===== src/rtl/assert_macros.svh =====
// Assertion macros for the RTL files; only the edge detector core includes them.
// No dependencies; include by bare file name.
`ifndef ASSERT_MACROS_SVH
`define ASSERT_MACROS_SVH

// Clocked check, masked while rst is high.
`define ASSERT_CLK(label, clk_sig, rst_sig, prop, msg) \
  label: assert property (@(posedge clk_sig) disable iff (rst_sig) (prop)) \
    else $error(msg);

// Clocked check that also runs during reset.
`define ASSERT_ALWAYS(label, clk_sig, prop, msg) \
  label: assert property (@(posedge clk_sig) (prop)) else $error(msg);

`endif


===== src/rtl/lted_pkg.sv =====
// Package for the luma threshold edge detector: sizes, register indexes,
// luma weights and shared types. No dependencies.
package lted_pkg;

  localparam int MAX_WIDTH = 1024;
  localparam int COL_W     = $clog2(MAX_WIDTH);
  localparam int EW_W      = COL_W + 1;        // effective width, holds MAX_WIDTH
  localparam int LUMA_W    = 22;
  localparam int CHAN_W    = 8;
  localparam int IWIDTH_W  = 11;
  localparam int CFG_IDX_W = 2;
  localparam int CFG_DAT_W = 11;

  // Rec.709 weights scaled by 10000; threshold is max_color * 1000.
  localparam logic [13:0] W_RED      = 14'd2126;
  localparam logic [13:0] W_GREEN    = 14'd7152;
  localparam logic [13:0] W_BLUE     = 14'd722;
  localparam logic [9:0]  THR_SCALE  = 10'd1000;

  localparam logic [CFG_IDX_W-1:0] CFG_EDGE_MODE   = 2'd0;
  localparam logic [CFG_IDX_W-1:0] CFG_MAX_COLOR   = 2'd1;
  localparam logic [CFG_IDX_W-1:0] CFG_IMAGE_WIDTH = 2'd2;

  localparam logic [CHAN_W-1:0]   MAX_COLOR_RST   = 8'd255;
  localparam logic [IWIDTH_W-1:0] IMAGE_WIDTH_RST = 11'd1024;

  typedef struct packed {
    logic [COL_W-1:0] col;
    logic             first_row;
  } raster_pos_t;

  // Image width clamped to 1 .. MAX_WIDTH.
  function automatic logic [EW_W-1:0] sat_width(input logic [IWIDTH_W-1:0] w);
    logic [EW_W-1:0] r;
    if (w == '0) begin
      r = EW_W'(1);
    end else if (int'(w) > MAX_WIDTH) begin
      r = EW_W'(MAX_WIDTH);
    end else begin
      r = EW_W'(w);
    end
    return r;
  endfunction

endpackage


===== src/rtl/lted_raster.sv =====
// Raster position tracker: column counter and first-row flag.
// Depends on lted_pkg.
module lted_raster (
  input  logic                      clk,
  input  logic                      rst,
  input  logic                      advance,
  input  logic                      frame_start,
  input  logic [lted_pkg::EW_W-1:0] eff_width,
  output lted_pkg::raster_pos_t     pos
);
  import lted_pkg::*;

  logic [COL_W-1:0] column_count;
  logic [COL_W-1:0] column_count_next;
  logic             first_row;
  logic             first_row_next;
  logic [COL_W-1:0] col_base;
  logic             row_base;
  logic [EW_W-1:0]  col_inc;

  always_comb begin
    col_base = frame_start ? '0 : column_count;
    row_base = frame_start | first_row;
    // width lowered mid-row restarts at column 0
    pos.col       = ({1'b0, col_base} >= eff_width) ? '0 : col_base;
    pos.first_row = row_base;
    col_inc       = {1'b0, pos.col} + EW_W'(1);
    if (col_inc >= eff_width) begin
      column_count_next = '0;
      first_row_next    = 1'b0;
    end else begin
      column_count_next = col_inc[COL_W-1:0];
      first_row_next    = row_base;
    end
  end

  always_ff @(posedge clk) begin
    if (rst) begin
      column_count <= '0;
      first_row    <= 1'b1;
    end else if (advance) begin
      column_count <= column_count_next;
      first_row    <= first_row_next;
    end
  end

endmodule


===== config.mk =====
export PLATFORM = sky130hd
export DESIGN_NAME = lted_raster
export DESIGN_NICKNAME = d
export VERILOG_FILES = /design/src/rtl/assert_macros.svh /design/src/rtl/lted_pkg.sv /design/src/rtl/lted_raster.sv
export SDC_FILE = /design/constraint.sdc
export NUM_CORES = 1
export LEC_CHECK = 0
export ABC_AREA = 1
export BUFFER_PORTS_ARGS = -buffer_cell sky130_fd_sc_hd__buf_2
export CAP_MARGIN = 10
export CORE_ASPECT_RATIO = 0.8
export CORE_MARGIN = 3
export CORE_UTILIZATION = 52
export CTS_BUF_LIST = sky130_fd_sc_hd__clkbuf_2 sky130_fd_sc_hd__clkbuf_4 sky130_fd_sc_hd__clkbuf_8
export DETAILED_ROUTE_END_ITERATION = 16
export HOLD_SLACK_MARGIN = 0.08
export PLACE_DENSITY = 0.78
export SYNTH_ARGS = -nofsm -noshare
export SYNTH_HDL_FRONTEND = slang
export SYNTH_SLANG_ARGS = --single-unit

===== constraint.sdc =====
create_clock -name clk -period 3.6 [get_ports clk]
set_input_delay 0.36 -clock clk [delete_from_list [all_inputs] [get_ports clk]]
set_output_delay 0.36 -clock clk [all_outputs]
set_load 0.005 [all_outputs]

==> metrics.cfg <==
[floorplanning]
ios=26
die-area_um2=3370
fp.dieH_um=52.5
die_width_um=64.2
coreArea_um2=2500
rows=16
initial_core_util_pct=56.2

[detailed_routing]
drt_wl_total_mm=4.40
drt-vias-per-instance=4.96
antenna_left=0
drtIter0Drc=116
vias=1657
first_pass_iters=4
drc=0
wire_per_inst_um=13.2

[timing]
timing.fmax_mhz=277
finClkSkew_ns=0.00658
finalSetupViolations=5
hold_violations=0
worst_pin_slew_ns=0.413
finalMaxSlewViolations=0
worst_slack_ns=-0.0163
finalCritPeriodShare_pct=100
timing.slew.headroom_pct=72.4
period_minus_slack_ns=3.62
rsz0062_at_grt=true

[hold_path]
hold_path_class=primary input to register

[outcome]
violations=setup timing
outcome=finished, violations left

[synth]
yosys_warnings=0
yosysSeqAreaShare_pct=15.6
synth_seq_cells=11
synth_area_um2=1410
syn_avg_cell_area_um2=6.07
synth.net_count=269
synth.distinct_cells=29
synthCells=232

[cts]
htreeDepth=1
clkTransAtPathRegs_ns=0.07
clock_latency_ns=0.28
cts_tree=yes
numCtsBuffers=3
clock-sinks=11
postCtsHoldBufs=0
clock_path_buffers=2
root_buffer=clkbuf_4

[placed_design]
place_area_um2=1820
portBuffers=25
hpwl_mm=3.18
gp_congestion=0.879

[final_layout]
num-nets-final=336
n_antenna_cell=0
multi_input_area_um2=1190
final_cell_mix=nand2_1 (61), buf_4 (43), inv_1 (35)
final_common_cell=nand2_1
register_area_um2=229
fill_cells=148
area_delta_synth_final_pct=50.4
final_area_um2=2120
layout-drive-gt1-share_pct=45.6

[flow_run]
maxCapViolations=0

[global_routing]
track_usage_pct=23.8
first_global_vias=1454
antenna_found_initial=0
grt_first_pass_wirelength_mm=6.11
grt_overflow=0
grt_max_degree=13

[setup_path]
path_max_fanout=4
cp-end-kind=register
worstSetupStartpointType=register
crit_slowest_cell=dfxtp_2
required_ns=3.80
critPathKind=register to register
max_stage_delay_ns=0.33
crit_path_cell_trace=inv_1 -> nor2_4 -> ha_4 -> nand2_1 -> nand2_1 -> a21boi_2 -> nand4_1 -> nor3_4 -> ha_4 -> nand3_4 -> nor2_4 -> nand2_2 -> inv_2 -> nand3_2 -> nor3_2 -> ha_1 -> nand2_2 -> nor2_2 -> a211oi_2 -> nand3_1 -> nor3_2 -> buf_4 -> nand3_1 -> a21oi_1
critPathArrivalTime_ns=3.82

[power]
max-vdd-ir-drop_mv=0.244
power_density_nw_per_um2=140
finalPower_uw=297
leakage_uw=0.00112

-- cell families (layout without fill, tap and decap cells) --
| group | count (synthesis) | count (layout) | share of synthesized area, % |
|---|---|---|---|
| adders and majority gates | 22 | 22 | 19.6 |
| DFF | 11 | 11 | 15.6 |
| xor gates and xnor gates | 1 | 1 | 0.622 |
| AOI/OAI and AO/OA | 24 | 24 | 9.42 |
| and+or+nand+nor | 123 | 123 | 39.7 |
| buffers and inverters | 51 | 117 | 15.0 |
-- flip-flops by register name, summed over array words and instances (netlist names) --
| signal | count |
|---|---|
| first_row | 1 |
| column_count | 10 |
-- cells in the mapped netlist, drive strengths merged --
cell type	instances	area (µm²)
xnor2	1	8.76
or2	1	6.26
inv	45	169
a211oi	1	7.51
a21boi	1	11.3
nand3	15	92.6
nor3	4	25.0
dfxtp	11	220
nand2	69	269
a21oi	17	85.1
o21ai	5	28.8
nand4	5	31.3
clkbuf	2	7.51
and2	3	20.0
nor2	26	115
ha	22	275
buf	4	35.0
-- metal layers --
metal | up-vias | wire length (µm) | GRT usage [%]
met4 | 0 | 72 | 6.67
met1 | 738 | 1960 | 29.5
met5 | - | 0 | 0
met2 | 50 | 2120 | 41.7
met3 | 8 | 254 | 5.36
li1 | 861 | - | -
-- through the flow --
stage | TNS, ns | hold WS (ns) | setup slack [ns] | util [%] | instances
after floorplan | 0 | 0.426 | 0.0140 | - | 232
after global placement | -2.05 | 0.446 | -0.206 | 72.7 | 323
after detailed placement | -3.80 | 0.458 | -0.380 | 72.7 | 323
after CTS | 0 | 0.368 | 0.00385 | 76.4 | 328
after global routing | -2.25 | 0.405 | -0.225 | 84.6 | 334
final | -0.0385 | 0.398 | -0.0163 | 84.6 | 334
-- worst max-delay path: cells and delay by family, from the launching register on --
kind | cells | cell delay [ns]
AO/OA/AOI/OAI | 3 | 0.54
buffers and inverters | 3 | 0.29
adder cells (fa/ha/maj) | 3 | 0.69
AND/OR/NAND/NOR | 15 | 1.68
flip-flops | 1 | 0.33
-- what timing repair did --
action | CTS | global route
pin swaps | 2 | 18
endpoints found under the setup margin | 11 | 11
gates resized for setup | 13 | 43
setup buffers | 1 | 6
-- power by group --
part	switching (µW)	internal, µW	leakage [µW]
sequential	0.919	124	0.0000925
combinational	44.5	33.9	0.00101
clock	43.5	50.6	0.0000184
total	88.9	208	0.00112
-- final cells by class --
class,count,area share (%)
timing repair buffer,68,21.6
clock buffer,4,1.42
multi-input combinational,170,56.0
sequential,11,10.8
tap,36,2.13
inverter,45,7.98
-- final timing paths --
check	start	to	slack, ns	cells after the start
max	column_count[8]$_SDFFE_PP0P_	column_count[6]$_SDFFE_PP0P_	-0.02	24
min	rst	column_count[8]$_SDFFE_PP0P_	0.40	2
max reg2reg	column_count[8]$_SDFFE_PP0P_	column_count[6]$_SDFFE_PP0P_	-0.02	24
min reg2reg	column_count[0]$_SDFFE_PP0P_	column_count[0]$_SDFFE_PP0P_	0.47	2
Note: power is estimated with default switching activity, not from simulation.
