$ cat src/rtl/assert_macros.svh
// Assertion macros for the RTL files; only the edge detector core includes them.
// No dependencies; include by bare file name.
`ifndef ASSERT_MACROS_SVH
`define ASSERT_MACROS_SVH

// Clocked check, masked while rst is high.
`define ASSERT_CLK(label, clk_sig, rst_sig, prop, msg) \
  label: assert property (@(posedge clk_sig) disable iff (rst_sig) (prop)) \
    else $error(msg);

// Clocked check that also runs during reset.
`define ASSERT_ALWAYS(label, clk_sig, prop, msg) \
  label: assert property (@(posedge clk_sig) (prop)) else $error(msg);

`endif

$ cat src/rtl/lted_pkg.sv
// Package for the luma threshold edge detector: sizes, register indexes,
// luma weights and shared types. No dependencies.
package lted_pkg;

  localparam int MAX_WIDTH = 1024;
  localparam int COL_W     = $clog2(MAX_WIDTH);
  localparam int EW_W      = COL_W + 1;        // effective width, holds MAX_WIDTH
  localparam int LUMA_W    = 22;
  localparam int CHAN_W    = 8;
  localparam int IWIDTH_W  = 11;
  localparam int CFG_IDX_W = 2;
  localparam int CFG_DAT_W = 11;

  // Rec.709 weights scaled by 10000; threshold is max_color * 1000.
  localparam logic [13:0] W_RED      = 14'd2126;
  localparam logic [13:0] W_GREEN    = 14'd7152;
  localparam logic [13:0] W_BLUE     = 14'd722;
  localparam logic [9:0]  THR_SCALE  = 10'd1000;

  localparam logic [CFG_IDX_W-1:0] CFG_EDGE_MODE   = 2'd0;
  localparam logic [CFG_IDX_W-1:0] CFG_MAX_COLOR   = 2'd1;
  localparam logic [CFG_IDX_W-1:0] CFG_IMAGE_WIDTH = 2'd2;

  localparam logic [CHAN_W-1:0]   MAX_COLOR_RST   = 8'd255;
  localparam logic [IWIDTH_W-1:0] IMAGE_WIDTH_RST = 11'd1024;

  typedef struct packed {
    logic [COL_W-1:0] col;
    logic             first_row;
  } raster_pos_t;

  // Image width clamped to 1 .. MAX_WIDTH.
  function automatic logic [EW_W-1:0] sat_width(input logic [IWIDTH_W-1:0] w);
    logic [EW_W-1:0] r;
    if (w == '0) begin
      r = EW_W'(1);
    end else if (int'(w) > MAX_WIDTH) begin
      r = EW_W'(MAX_WIDTH);
    end else begin
      r = EW_W'(w);
    end
    return r;
  endfunction

endpackage

$ cat src/rtl/lted_eval.sv
// Luma and threshold compare for one pixel.
// Depends on lted_pkg.
module lted_eval (
  input  logic [lted_pkg::CHAN_W-1:0] red,
  input  logic [lted_pkg::CHAN_W-1:0] green,
  input  logic [lted_pkg::CHAN_W-1:0] blue,
  input  logic [lted_pkg::LUMA_W-1:0] ref_luma,
  input  logic                        compare,
  input  logic [lted_pkg::LUMA_W-1:0] threshold,
  input  logic [lted_pkg::CHAN_W-1:0] max_color,
  output logic [lted_pkg::LUMA_W-1:0] luma,
  output logic [lted_pkg::CHAN_W-1:0] level
);
  import lted_pkg::*;

  logic [LUMA_W-1:0] diff;

  always_comb begin
    luma = LUMA_W'(W_RED * red) + LUMA_W'(W_GREEN * green) + LUMA_W'(W_BLUE * blue);
    diff = (luma >= ref_luma) ? (luma - ref_luma) : (ref_luma - luma);
    level = (compare && (diff >= threshold)) ? max_color : '0;
  end

endmodule

$ cat config.mk
export PLATFORM = sky130hd
export DESIGN_NAME = lted_eval
export DESIGN_NICKNAME = d
export VERILOG_FILES = /design/src/rtl/assert_macros.svh /design/src/rtl/lted_pkg.sv /design/src/rtl/lted_eval.sv
export SDC_FILE = /design/constraint.sdc
export NUM_CORES = 1
export LEC_CHECK = 0
export BUFFER_PORTS_ARGS = -buffer_cell sky130_fd_sc_hd__buf_2
export CELL_PAD_IN_SITES_DETAIL_PLACEMENT = 0
export CELL_PAD_IN_SITES_GLOBAL_PLACEMENT = 1
export CORE_ASPECT_RATIO = 1.4
export CORE_MARGIN = 5
export CORE_UTILIZATION = 42
export DETAILED_ROUTE_END_ITERATION = 7
export GPL_ROUTABILITY_DRIVEN = 0
export GPL_TIMING_DRIVEN = 0
export PLACE_DENSITY = 0.84
export SETUP_SLACK_MARGIN = 0.3
export SLEW_MARGIN = 10
export SYNTH_ARGS = -nofsm -noshare
export SYNTH_HDL_FRONTEND = slang
export SYNTH_SLANG_ARGS = --single-unit
$ cat constraint.sdc
create_clock -name vclk -period 10.5
set_input_delay 1.05 -clock vclk [all_inputs]
set_output_delay 1.05 -clock vclk [all_outputs]
set_load 0.03 [all_outputs]
==> reports/metrics.csv, run 1 <==
metric;value;unit
period_share;0.990;
grt_max_degree;11;
wl_per_cell;15.3;um
io-pin-count;107;
first_global_vias;8072;
cp_slowest_cell;fa_2;
cts_hold_buf;0;
netlist_area;8330;sq um
rows;61;
clkbuf_count;0;
max_clock_freq;96.2;MHz
routed_wl;22200;um
fin_cells;1450;
drive_above_1_share;0.253;
first_pass_iters;4;
cp_max_fo;8;
die_x;129;um
nFillCells;1878;
fin_nets;1554;
start_util;0.423;
seqCellArea;0;sq um
drt_iter0_drc;282;
track_usage;0.196;
slew_headroom;0.561;
drv_cap;0;
num_antenna_cells;0;
min_period;10.39;ns
area_growth;25.5;%
seq_area_frac_synth;0;
die_area;22800;sq um
synthCells;1050;
synth_area_per_cell;7.93;sq um
antenna_found_initial;0;
syn_nets;1404;
viasPerCell;5.22;
status;finished, final reports clean;
seq_cell_count;0;
cp.required;9.45;ns
whs_path_depth;4;
place_inst;1407;
die_h;177;um
numPortBuffers;105;
endpoint_kind;primary output;
via_count;7574;
drc;0;
rsz0062_at_grt;yes;
finalHoldViolCount;0;
worst_setup_path_start_kind;primary input;
slew_violations;0;
slowest_delay;0.55;ns
hold_class;primary input to primary output;
grt.overflow.total;0;
path_class;primary input to primary output;
drtAntennaViolNets;0;
coreArea;19700;sq um
worstMarginPinSlew;0.659;ns
grt_pass1_wl;37300;um
crit_arrival;9.34;ns
ys_types;63;
hpwl;19200;um
setup_violations;0;
synth_warnings;0;
through the flow:
step	hold slack, ns	util	worst slack, ns	cell area, sq um	TNS (ns)
after floorplan	2.30	-	0.309	8420	0
after global placement	2.50	0.470	-0.989	9260	-7.86
after detailed placement	2.50	0.470	-1.07	9260	-8.44
after CTS	2.44	0.518	0.102	10200	0
after global routing	2.48	0.530	-0.308	10400	-2.42
final	2.45	0.530	0.107	10400	0
repair_timing:
action | 4_1_cts | 5_1_grt
hold endpoints to repair | 0 | 0
pin swaps | 64 | 36
resized for setup | 154 | 38
setup endpoints to repair | 8 | 8
setup buffers | 34 | 9
cells in the mapped netlist, drive strengths merged, types with 2 or more instances:
master,count,area (sq um)
inv,215,807
ha,214,2680
a21oi,70,350
fa,63,1260
nand2,56,210
o21ai,51,255
xnor2,45,394
nor2,40,150
xor2,35,307
a21o,28,210
mux2i,20,200
nand2b,17,106
nor3,17,90.1
nand3,16,85.1
buf,15,91.3
nand4,13,81.3
o21a,11,82.6
o21bai,11,82.6
a211oi,10,95.1
nor2b,10,70.1
o2111ai,9,78.8
a31oi,8,50.1
o211ai,8,60.1
clkbuf,7,26.3
a221oi,5,43.8
or2,5,31.3
a41oi,4,42.6
and2,4,25.0
or3,4,25.0
a2111oi,3,38.8
a211o,3,26.3
and3,3,18.8
o311ai,3,26.3
o41ai,3,26.3
a21boi,2,15.0
a221o,2,20.0
a311oi,2,17.5
nand3b,2,15.0
nor4,2,12.5
o31a,2,17.5
o31ai,2,15.0
layout make-up:
cell class / instances / area, sq um / share of cell area
Inverter: 215 / 818 / 0.0783
Buffer: 22 / 178 / 0.0170
Tap cell: 252 / 315 / 0.0302
Timing Repair Buffer: 148 / 942 / 0.0902
Multi-Input combinational cell: 813 / 8190 / 0.784
final timing paths:
| kind | to | slack (ns) | from |
|---|---|---|---|
| worst max-delay path | level[1] | 0.11 | red[5] |
| worst min-delay path | level[4] | 2.45 | max_color[4] |
critical path: cells and delay by family:
family	cells	cell delay, ns
buffers and inverters	15	1.91
muxes	1	0.15
and+or+nand+nor	6	0.64
xor gates and xnor gates	3	0.45
AOI/OAI and AO/OA	10	1.75
adders and majority gates	9	3.40
kinds of logic after synthesis:
kind of cell    count (synthesis)  synth area share
compound gates                243             0.194
xor+xnor                       80            0.0842
fa+ha+maj                     277             0.473
buf+inv                       237             0.111
mux                            20            0.0240
other cells                     1          0.000450
simple gates                  192             0.114
routing by layer:
layer	GRT usage	vias to the layer above	share of wire
li1	-	3866	-
met1	0.216	3521	0.38
met2	0.394	144	0.55
met3	0.00605	43	0.025
met4	0.0613	0	0.043
met5	0	-	0
layout by cell type, fill, tap and decap left out, types with 5 or more instances in the layout:
| cell | n |
|---|---|
| inv_1 | 202 |
| ha_1 | 196 |
| buf_2 | 99 |
| fa_1 | 59 |
| a21oi_1 | 55 |
| buf_4 | 48 |
| nand2_1 | 42 |
| xnor2_1 | 39 |
| nor2_1 | 37 |
| o21ai_0 | 37 |
| a21o_1 | 28 |
| xor2_1 | 28 |
| nand2b_1 | 17 |
| mux2i_1 | 16 |
| ha_4 | 15 |
| buf_6 | 14 |
| nand4_1 | 13 |
| a21oi_2 | 13 |
| nand2_2 | 11 |
| o21a_1 | 11 |
| nor3_1 | 11 |
| o21bai_1 | 10 |
| nor2b_1 | 9 |
| inv_2 | 9 |
| o21ai_1 | 8 |
| o211ai_1 | 8 |
| nand3_2 | 8 |
| nand3_1 | 7 |
| xor2_2 | 7 |
| a211oi_1 | 6 |
| a31oi_1 | 6 |
| o21ai_2 | 5 |
| o2111ai_1 | 5 |
Power of run 1 is not shown: default switching activity piles up to over one toggle a cycle in this logic, so the estimate is an artifact.
==> inputs of run 2 (changes only) <==
ABC_AREA = 1   (was not set)
CORE_UTILIZATION = 40   (was 42)
REMOVE_ABC_BUFFERS = 1   (was not set)
==> run 2 against run 1 <==
Against the previous run: first-iteration DRC count grew 32%; core utilization decreased by 4.2 points; critical path depth is 1 higher; setup slack gained 0.44 ns; critical endpoint unchanged; largest cell class unchanged; highest routed layer unchanged.
==> reports/metrics.csv, run 2 <==
metric;value;unit
status;finished, final reports clean;
grt.busiest_layer;met2;
die_area;27100;sq um
die_x;141;um
fin_setup_tns;0;ns
path_class;primary input to primary output;
final_cell_mix;360 x nand2_1, 348 x inv_1, 190 x ha_1;
die_h;193;um
yosys.area.top_type;ha_1;
seq_cell_count;0;
area_growth;21.4;%
netlist_area;9550;sq um
worstMarginPinSlew;0.553;ns
grt_max_degree;14;
drtAntennaViolNets;0;
wl_per_cell;14.6;um
ys_types;42;
cp.required;9.45;ns
seq_area_frac_synth;0;
hpwl;24400;um
worst_setup_path_start_kind;primary input;
drt_iter0_drc;373;
cts_hold_buf;0;
met3_usage;0.00496;
routed_wl;28300;um
yosys-top-cells-area;ha_1 28%, nand2_1 15%, inv_1 14%, fa_1 13%, nand3_1 4.9%;
antenna_found_initial;0;
numPortBuffers;106;
rows;67;
synthCells;1488;
hold_class;primary input to primary output;
met2_usage;0.428;
io-pin-count;107;
min_period;9.96;ns
hold_ws;2.43;ns
first_global_vias;9422;
endpoint_kind;primary output;
yosysMostFrequentCell;nand2_1;
final_common_cell;nand2_1;
crit_top_cell;inv_1;
cp_max_fo;8;
max_clock_freq;100;MHz
dp_worst_setup_slack;-0.581;ns
crit_cells;45;
drive_above_1_share;0.189;
coreArea;23700;sq um
slowest_delay;0.60;ns
setup_violations;0;
viasPerCell;4.94;
via_count;9575;
start_util;0.403;
crit_arrival;8.91;ns
grt_use_met1;0.188;
first_pass_iters;5;
synth_area_per_cell;6.42;sq um
slew_violations;0;
num_antenna_cells;0;
worstSetupStartpoint;green[6];
drc;0;
slew_headroom;0.631;
rsz0062_at_grt;no;
period_share;0.948;
synth_warnings;0;
synth_commonest_cells;383 x nand2_1, 356 x inv_1, 214 x ha_1;
finalHoldViolCount;0;
grt_pass1_wl;43700;um
synth_top_area_frac;0.280;
path_delay_family;adder cells;
cp-endpoint;level[1];
finalWorstSetupSlack;0.543;ns
fin_nets;1983;
path_buf_inv;12;
cp_slowest_cell;fa_2;
drv_cap;0;
grt.overflow.total;0;
clkbuf_count;0;
seqCellArea;0;sq um
track_usage;0.197;
run 2: cell families (layout without fill, tap and decap cells):
logic type,count (synthesis),in the layout,share of synthesized area
other,1,1,0.000393
AO/OA/AOI/OAI,155,155,0.0905
XOR/XNOR,68,68,0.0624
AND/OR/NAND/NOR,621,624,0.285
buffers and inverters,366,502,0.149
adder cells (fa/ha/maj),277,277,0.412
run 2: how the worst min path moves through the flow:
| stage | to | startpoint | slack [ns] | cells past startpoint |
|---|---|---|---|---|
| detailed placement | level[3] | max_color[3] | 2.43 | 4 |
| global route | level[0] | max_color[0] | 2.46 | 4 |
| CTS | level[3] | max_color[3] | 2.43 | 4 |
| finish | level[1] | max_color[1] | 2.43 | 4 |
| global placement | level[6] | max_color[6] | 2.43 | 4 |
| floorplan | level[0] | max_color[0] | 2.25 | 2 |
run 2: what timing repair did:
item,in CTS,in global routing
gates resized for setup,44,154
buffers inserted,8,28
gates cloned,1,2
pin swaps,4,59
setup endpoints to repair,8,8
run 2: per-layer routing:
layer,up-vias,wire length (um),share of wire
li1,4923,-,-
met1,4400,9720,0.34
met2,186,16400,0.58
met3,66,690,0.024
met4,0,1480,0.052
met5,-,0,0
run 2: cell type report:
cell class / instances / area, sq um
multi-input combinational: 1125 / 8950
timing repair buffer: 142 / 886
inverter: 360 / 1370
tap: 310 / 388
fill: 2496 / 12100
run 2: through the flow:
step | utilization | instances | cell area (sq um)
floorplan | - | 1482 | 9480
global placement | 0.438 | 1898 | 10400
detailed placement | 0.438 | 1898 | 10400
CTS | 0.450 | 1907 | 10700
global route | 0.489 | 1937 | 11600
finish | 0.489 | 1937 | 11600
Power of run 2 is left out for the same reason.
