## src/rtl/assert_macros.svh

```systemverilog
// Assertion macros for the RTL files; only the edge detector core includes them.
// No dependencies; include by bare file name.
`ifndef ASSERT_MACROS_SVH
`define ASSERT_MACROS_SVH

// Clocked check, masked while rst is high.
`define ASSERT_CLK(label, clk_sig, rst_sig, prop, msg) \
  label: assert property (@(posedge clk_sig) disable iff (rst_sig) (prop)) \
    else $error(msg);

// Clocked check that also runs during reset.
`define ASSERT_ALWAYS(label, clk_sig, prop, msg) \
  label: assert property (@(posedge clk_sig) (prop)) else $error(msg);

`endif

```

## src/rtl/lted_ram.sv

```systemverilog
// Generic single-port-write, single-port-read RAM with registered read.
// No dependencies.
module lted_ram #(
  parameter int WIDTH = 8,
  parameter int DEPTH = 16
) (
  input  logic                     clk,
  input  logic                     we,
  input  logic [$clog2(DEPTH)-1:0] waddr,
  input  logic [WIDTH-1:0]         wdata,
  input  logic                     re,
  input  logic [$clog2(DEPTH)-1:0] raddr,
  output logic [WIDTH-1:0]         rdata
);

  logic [WIDTH-1:0] mem [DEPTH];

  always_ff @(posedge clk) begin
    if (we) begin
      mem[waddr] <= wdata;
    end
    if (re) begin
      rdata <= mem[raddr];
    end
  end

endmodule

```

## config.mk

```make
export PLATFORM = sky130hd
export DESIGN_NAME = lted_ram
export DESIGN_NICKNAME = d
export VERILOG_FILES = /design/src/rtl/assert_macros.svh /design/src/rtl/lted_ram.sv
export SDC_FILE = /design/constraint.sdc
export NUM_CORES = 1
export LEC_CHECK = 0
export BUFFER_PORTS_ARGS = -buffer_cell sky130_fd_sc_hd__clkbuf_2
export CAP_MARGIN = 20
export CORE_ASPECT_RATIO = 1.75
export CORE_MARGIN = 8
export CORE_UTILIZATION = 55
export CTS_CLUSTER_SIZE = 16
export DETAILED_ROUTE_END_ITERATION = 16
export HOLD_SLACK_MARGIN = 0.1
export PLACE_DENSITY = 0.73
export SYNTH_ARGS = -nofsm -noshare
export SYNTH_HDL_FRONTEND = slang
export SYNTH_SLANG_ARGS = --single-unit
```

## constraint.sdc

```tcl
create_clock -name clk -period 2.6 [get_ports clk]
set_input_delay 0.26 -clock clk [delete_from_list [all_inputs] [get_ports clk]]
set_output_delay 0.26 -clock clk [all_outputs]
set_load 0.05 [all_outputs]
```

==> run_results.csv, run 1 <==
group,metric,value,unit
status,outcome,"complete, no violations",
sta,fin_setup_tns,0,ns
synthesis,synth_top_family_by_area,"multiplexers",
routing,first_pass_iters,4,
worst_setup_path,critPathLaunchType,"input port",
floorplanning,die_height,145.0,um
sta,relSlewSlack,41.32,%
synthesis,synthesis.nets,248,
global_route,grt-busiest-layer,"met2",
power_and_ir_drop,powerDensity,814.8,mW/mm^2
clock_network,clk_transition_reported_paths,0.06,ns
placement,gp_congestion,0.7854,
sta,finalCritPeriodShare,58.97,%
worst_setup_path,cp-endpoint,"mem[1][7]$_DFFE_PP_",
worst_setup_path,worstPathRequired,2.63,ns
sta,setup_viol,0,
global_route,use_met2,27.83,%
routing,ant_nets,0,
global_route,grtUsageMet3,4.977,%
clock_network,cts_inserted_buffers,17,
sta,layout_min_cycle_time,1.533,ns
routing,wire_per_inst,24.72,um
routing,drc,0,
routing,vias,2452,
synthesis,synth.distinct_cells,18,
final_layout,final_core_util,65.58,%
clock_network,cts_max_level,4,
final_layout,fillCellCount,591,
global_route,grt_max_degree,33,
min_path,hold_path_class,"input port to flop",
worst_setup_path,crit_start,"waddr[2]",
placement,portBuffers,26,
worst_setup_path,r2r_start,"mem[11][3]$_DFFE_PP_",
sta,skew,0.009772,ns
synthesis,muxShareOfSynthArea,14.79,%
floorplanning,start_util,55.91,%
clock_network,cts_tree,"done",
sta,hold_viol,0,
worst_setup_path,regToRegSetupSlack,1.08,ns
global_route,grt_usage,17.39,%
routing,drt_iter0_markers,244,
final_layout,drive_above_1_share,31.06,%
synthesis,synthXorXnorAreaFrac,0,%
sta,worstMarginPinSlew,0.8769,ns
final_layout,stdcell_area,0.006132,mm^2
floorplanning,ios,27,
floorplanning,coreArea,0.009350,mm^2
clock_network,hold_buffers,0,
clock_network,cts_buffer_depth,2,
global_route,antenna_found_initial,0,
worst_setup_path,end_kind,"flop",
clock_network,cts.sinks,136,
placement,detailed_place_hpwl,6618,um
synthesis,synth-simple-area-share,3.135,%
routing,drt-vias-per-instance,5.908,
synthesis,synthCells,229,
floorplanning,placement_rows,47,
floorplanning,die-area,0.01300,mm^2
synthesis,netlist_area,0.005228,mm^2
sta,rsz0062_at_grt,"false",
worst_setup_path,critPathMaxFanout,8,
final_layout,seq_area,0.004084,mm^2
synthesis,netlist.area_leader.share,78.12,%
worst_setup_path,r2r_cells,3,
worst_setup_path,critPathArrivalTime,1.56,ns
final_layout,syn_to_final_growth,17.30,%
sta,drv_slew,0,
synthesis,synth_compound_area_share,2.298,%
global_route,grt_remaining_overflow,0,
synthesis,synth-seq-cells,136,
flow_run,cap_violations,0,
clock_network,cts_resized,0,
min_path,min-delay-start,"re",
clock_network,postCtsSetupBuffers,0,
synthesis,ys.warnings.count,0,
synthesis,synth-adder-area-share,0,%
routing,wl,10260,um
clock_network,clock_latency,0.41,ns
power_and_ir_drop,p_leak,2.081,nW
power_and_ir_drop,ir_worst_vdd,0.5452,mV
final_layout,n_antenna_cell,0,
final_layout,layout.nets,299,
synthesis,avgSynthCellArea,22.83,um^2
worst_setup_path,crit_type,"input port to flop",
synthesis,ys_top_cells_by_area,"edfxtp_1 (78%), mux4_2 (7.8%), mux4_1 (7.0%)",
global_route,grt_pass1_vias,2629,
global_route,grt_pass1_wl,15660,um
sta,fmax,0.6523,GHz
synthesis,seq_area_frac_synth,78.12,%
worst_setup_path,r2r-end,"rdata[3]$_DFFE_PP_",
placement,place_area,0.005569,mm^2
floorplanning,die_x,89.70,um
clock_network,cts-root-buf,"clkbuf_16",
global_route,met1_usage,21.09,%
final_layout,multiInputGateArea,0.001057,mm^2
synthesis,synth_top_area_cell,"edfxtp_1",
-- Yosys cell counts (all sizes together) --
cell	count
edfxtp	136
clkdlybuf4s25	3
buf	7
or3b	1
nand3b	2
nor2b	1
mux4	32
a22oi	16
and2b	1
nor3	4
nand3	1
nand2	9
and2	1
nand2b	2
nor2	13
-- cell type report --
type	count	share of cell area, %
clock buffers	18	6.999
clock inverters	14	2.183
well taps	122	2.489
flip-flops and latches	136	66.60
repair buffers	42	4.489
multi-input cells	83	17.24
-- placed cells by master (no fill, tap or decap) --
master and n:
nand2_1 9, nor2b_1 1, nand3_1 1, clkbuf_16 17, nand2b_1 2, clkinv_4 2, clkinv_1 1, clkinv_2 6
clkinvlp_4 3, buf_12 2, and2b_1 1, and2_1 1, clkbuf_2 26, edfxtp_1 136, buf_4 14, nand3b_1 2
mux4_1 14, nor3_1 4, clkbuf_1 1, bufinv_16 2, or3b_2 1, a22oi_1 16, mux4_2 18, nor2_1 13
-- stage by stage --
step | instances | power (W) | worst slack, ns | hold slack [ns]
6_report | 415 | 0.004996 | 1.067 | 0.2650
4_1_cts | 415 | 0.005032 | 1.063 | 0.2636
5_1_grt | 415 | 0.005147 | 1.007 | 0.2770
2_1_floorplan | 229 | 0.002688 | 0.8471 | 0.3589
3_5_place_dp | 383 | 0.002793 | 0.6643 | 0.6826
3_3_place_gp | 383 | 0.002784 | 0.6698 | 0.6518
-- layer usage --
layer	routed length, um	share of wire [%]	vias to the layer above
met5	0	0	-
met4	227	2.2	0
met3	487	4.7	14
met2	5509	54	76
met1	4032	39	1276
li1	-	-	1086
-- flip-flops by register name, summed over array words and instances, names as in the netlist --
register and flops:
rdata 8, mem 128
-- critical path, cell delays in order --
cell and delay (ns):
clkbuf_2 0.10, or3b_2 0.51, nor2_1 0.69
-- cells by family after synthesis --
| group | count (synthesis) |
|---|---|
| multiplexers | 32 |
| AO/OA/AOI/OAI | 16 |
| buffers and inverters | 10 |
| flip-flops | 136 |
| AND/OR/NAND/NOR | 35 |
-- worst min path at each step --
stage                          endpoint  depth (start not counted)  slack, ns
floorplan           mem[0][0]$_DFFE_PP_                          0       0.36
global placement    mem[6][4]$_DFFE_PP_                          1       0.65
detailed placement  mem[6][4]$_DFFE_PP_                          1       0.68
CTS                 mem[7][4]$_DFFE_PP_                          1       0.26
global route         rdata[1]$_DFFE_PP_                          1       0.28
finish               rdata[5]$_DFFE_PP_                          1       0.27
-- where the power goes --
group / total, W / switching, W / internal (W)
clock network: 0.00225 / 0.000856 / 0.00140
registers: 0.00248 / 0.0000129 / 0.00247
logic: 0.000259 / 0.000165 / 0.0000944
(Power assumes the default switching activity.)
==> inputs of run 2 (changes only) <==
Clock period 2.6 ns to 1.6 ns, I/O delays scaled along.
==> run 2 against run 1 <==
Count of clock-buffer cells in the layout unchanged. Register-to-register slack worse by 0.97 ns. Via count up 2.4%. Combinational power up 70%. Sequential power up 63%. Sequential share of layout area down 2.2 points. Setup slack worse by 0.96 ns. Clock skew down 0.0032 ns. Critical path type is now flop to flop. Largest cell class unchanged. Highest routed layer unchanged.
==> run_results.csv, run 2 (synthesis gave the netlist of run 1 again) <==
group,metric,value,unit
status,outcome,"complete, no violations",
clock_network,cts.sinks,136,
final_layout,syn_to_final_growth,21.25,%
sta,drv_slew,0,
power_and_ir_drop,powerDensity,1343,mW/mm^2
power_and_ir_drop,intPower,0.006812,W
final_layout,largest_reg_flops,128,
floorplanning,start_util,55.91,%
routing,drc,0,
worst_setup_path,crit_type,"flop to flop",
final_layout,layout.nets,314,
clock_network,cts-root-buf,"clkbuf_16",
clock_network,cts_buffer_depth,2,
routing,wl,9791,um
min_path,min-delay-start,"re",
clock_network,cts_resized,0,
final_layout,fillCellCount,593,
sta,whs,0.1617,ns
power_and_ir_drop,p_leak,2.199,nW
routing,drt-vias-per-instance,5.837,
final_layout,drive_above_1_share,34.74,%
floorplanning,die_height,145.0,um
worst_setup_path,worstPathRequired,1.76,ns
clock_network,clk_transition_reported_paths,0.06,ns
routing,ant_nets,0,
placement,detailed_place_hpwl,6531,um
global_route,antenna_found_initial,0,
final_layout,final_common_cell,"edfxtp_1",
final_layout,largestRegisters,"mem (128), rdata (8)",
placement,place_area,0.005712,mm^2
power_and_ir_drop,comb_power_share,5.2,%
sta,setup_viol,0,
floorplanning,die_x,89.70,um
power_and_ir_drop,pwr-share-seq,47.4,%
final_layout,n_antenna_cell,0,
clock_network,clock_latency,0.41,ns
clock_network,cts_max_level,4,
global_route,grt_pass1_vias,2651,
power_and_ir_drop,clock_power_share,47.4,%
routing,drt_iter0_markers,220,
routing,first_pass_iters,4,
power_and_ir_drop,p_sw_share,19.99,%
global_route,grt_pass1_wl,15080,um
clock_network,cts_inserted_buffers,17,
worst_setup_path,critPathLaunchType,"flop",
sta,layout_min_cycle_time,1.489,ns
worst_setup_path,regToRegSetupSlack,0.11,ns
floorplanning,coreArea,0.009350,mm^2
worst_setup_path,crit_start,"mem[1][3]$_DFFE_PP_",
worst_setup_path,r2r_start,"mem[1][3]$_DFFE_PP_",
final_layout,largest_register,"mem",
global_route,grt_remaining_overflow,0,
placement,gp_congestion,0.7858,
sta,skew,0.006577,ns
global_route,grt_max_degree,33,
final_layout,seq_area,0.004084,mm^2
placement,portBuffers,26,
worst_setup_path,critPathMaxFanout,1,
floorplanning,placement_rows,47,
routing,wire_per_inst,22.77,um
sta,hold_viol,0,
sta,fmax,0.6716,GHz
clock_network,cts_tree,"done",
final_layout,stdcell_area,0.006339,mm^2
sta,rsz0062_at_grt,"false",
power_and_ir_drop,p_switching,0.001702,W
min_path,hold_path_class,"input port to flop",
clock_network,postCtsSetupBuffers,0,
final_layout,multiInputGateArea,0.001062,mm^2
clock_network,hold_buffers,0,
flow_run,cap_violations,0,
sta,relSlewSlack,73.54,%
routing,vias,2510,
floorplanning,ios,27,
global_route,grt_usage,16.69,%
sta,finalCritPeriodShare,93.06,%
final_layout,layout_common_cells,"edfxtp_1 (136), buf_4 (27), clkbuf_2 (26)",
worst_setup_path,end_kind,"flop",
floorplanning,die-area,0.01300,mm^2
sta,worstMarginPinSlew,0.3969,ns
power_and_ir_drop,ir_worst_vdd,1.253,mV
worst_setup_path,critPathArrivalTime,1.65,ns
==> run 2: cell count changes in the layout (fill, tap and decap cells not counted), sizes merged <==
cell / before / now
buf: 16 / 31
clkinvlp: 3 / 1
inv: 0 / 3
bufinv: 2 / 4
clkinv: 9 / 6
==> run 2: final cells by class <==
type / instances / area share (%)
repair buffers: 57 / 6.514
clock inverters: 14 / 3.119
multi-input cells: 83 / 16.76
clock buffers: 18 / 6.771
well taps: 122 / 2.408
flip-flops and latches: 136 / 64.43
==> run 2: routing by layer <==
layer | wire, um | part of all wire, % | vias up | global-route usage, %
met1 | 3550 | 36 | 1292 | 19.22
met4 | 170 | 1.7 | 0 | 7.712
met5 | 0 | 0 | - | 0
met2 | 5464 | 56 | 97 | 27.35
li1 | - | - | 1113 | -
met3 | 604 | 6.2 | 8 | 4.921
==> run 2: metrics by stage <==
step	utilization, %	power (W)	cells	TNS (ns)	setup slack [ns]
floorplan	-	0.004368	229	0	0.1576
global placement	61.09	0.004545	398	-0.2495	-0.08776
detailed placement	61.09	0.004558	398	-0.3628	-0.08926
CTS	67.79	0.008579	430	0	0.1044
global route	67.79	0.008746	430	0	0.07527
finish	67.79	0.008514	430	0	0.1110
==> run 2: worst paths after layout <==
kind,to,depth (start not counted)
setup / recovery,rdata[3]$_DFFE_PP_,3
hold / removal,rdata[3]$_DFFE_PP_,1
setup reg to reg,rdata[3]$_DFFE_PP_,3
hold reg to reg,rdata[7]$_DFFE_PP_,3
==> run 2: worst max-delay path, stage by stage, from the launching register on <==
cell,delay [ns]
edfxtp_1,0.38
mux4_1,0.54
a22oi_1,0.24
nand2_1,0.08
==> run 2: power by group through the flow <==
stage                     logic, W  clock network, W  registers [W]
after global routing      0.000474           0.00423        0.00404
after global placement    0.000437                 0        0.00411
after floorplan           0.000203                 0        0.00417
after detailed placement  0.000445                 0        0.00411
after CTS                 0.000448           0.00409        0.00404
final                     0.000441           0.00404        0.00404
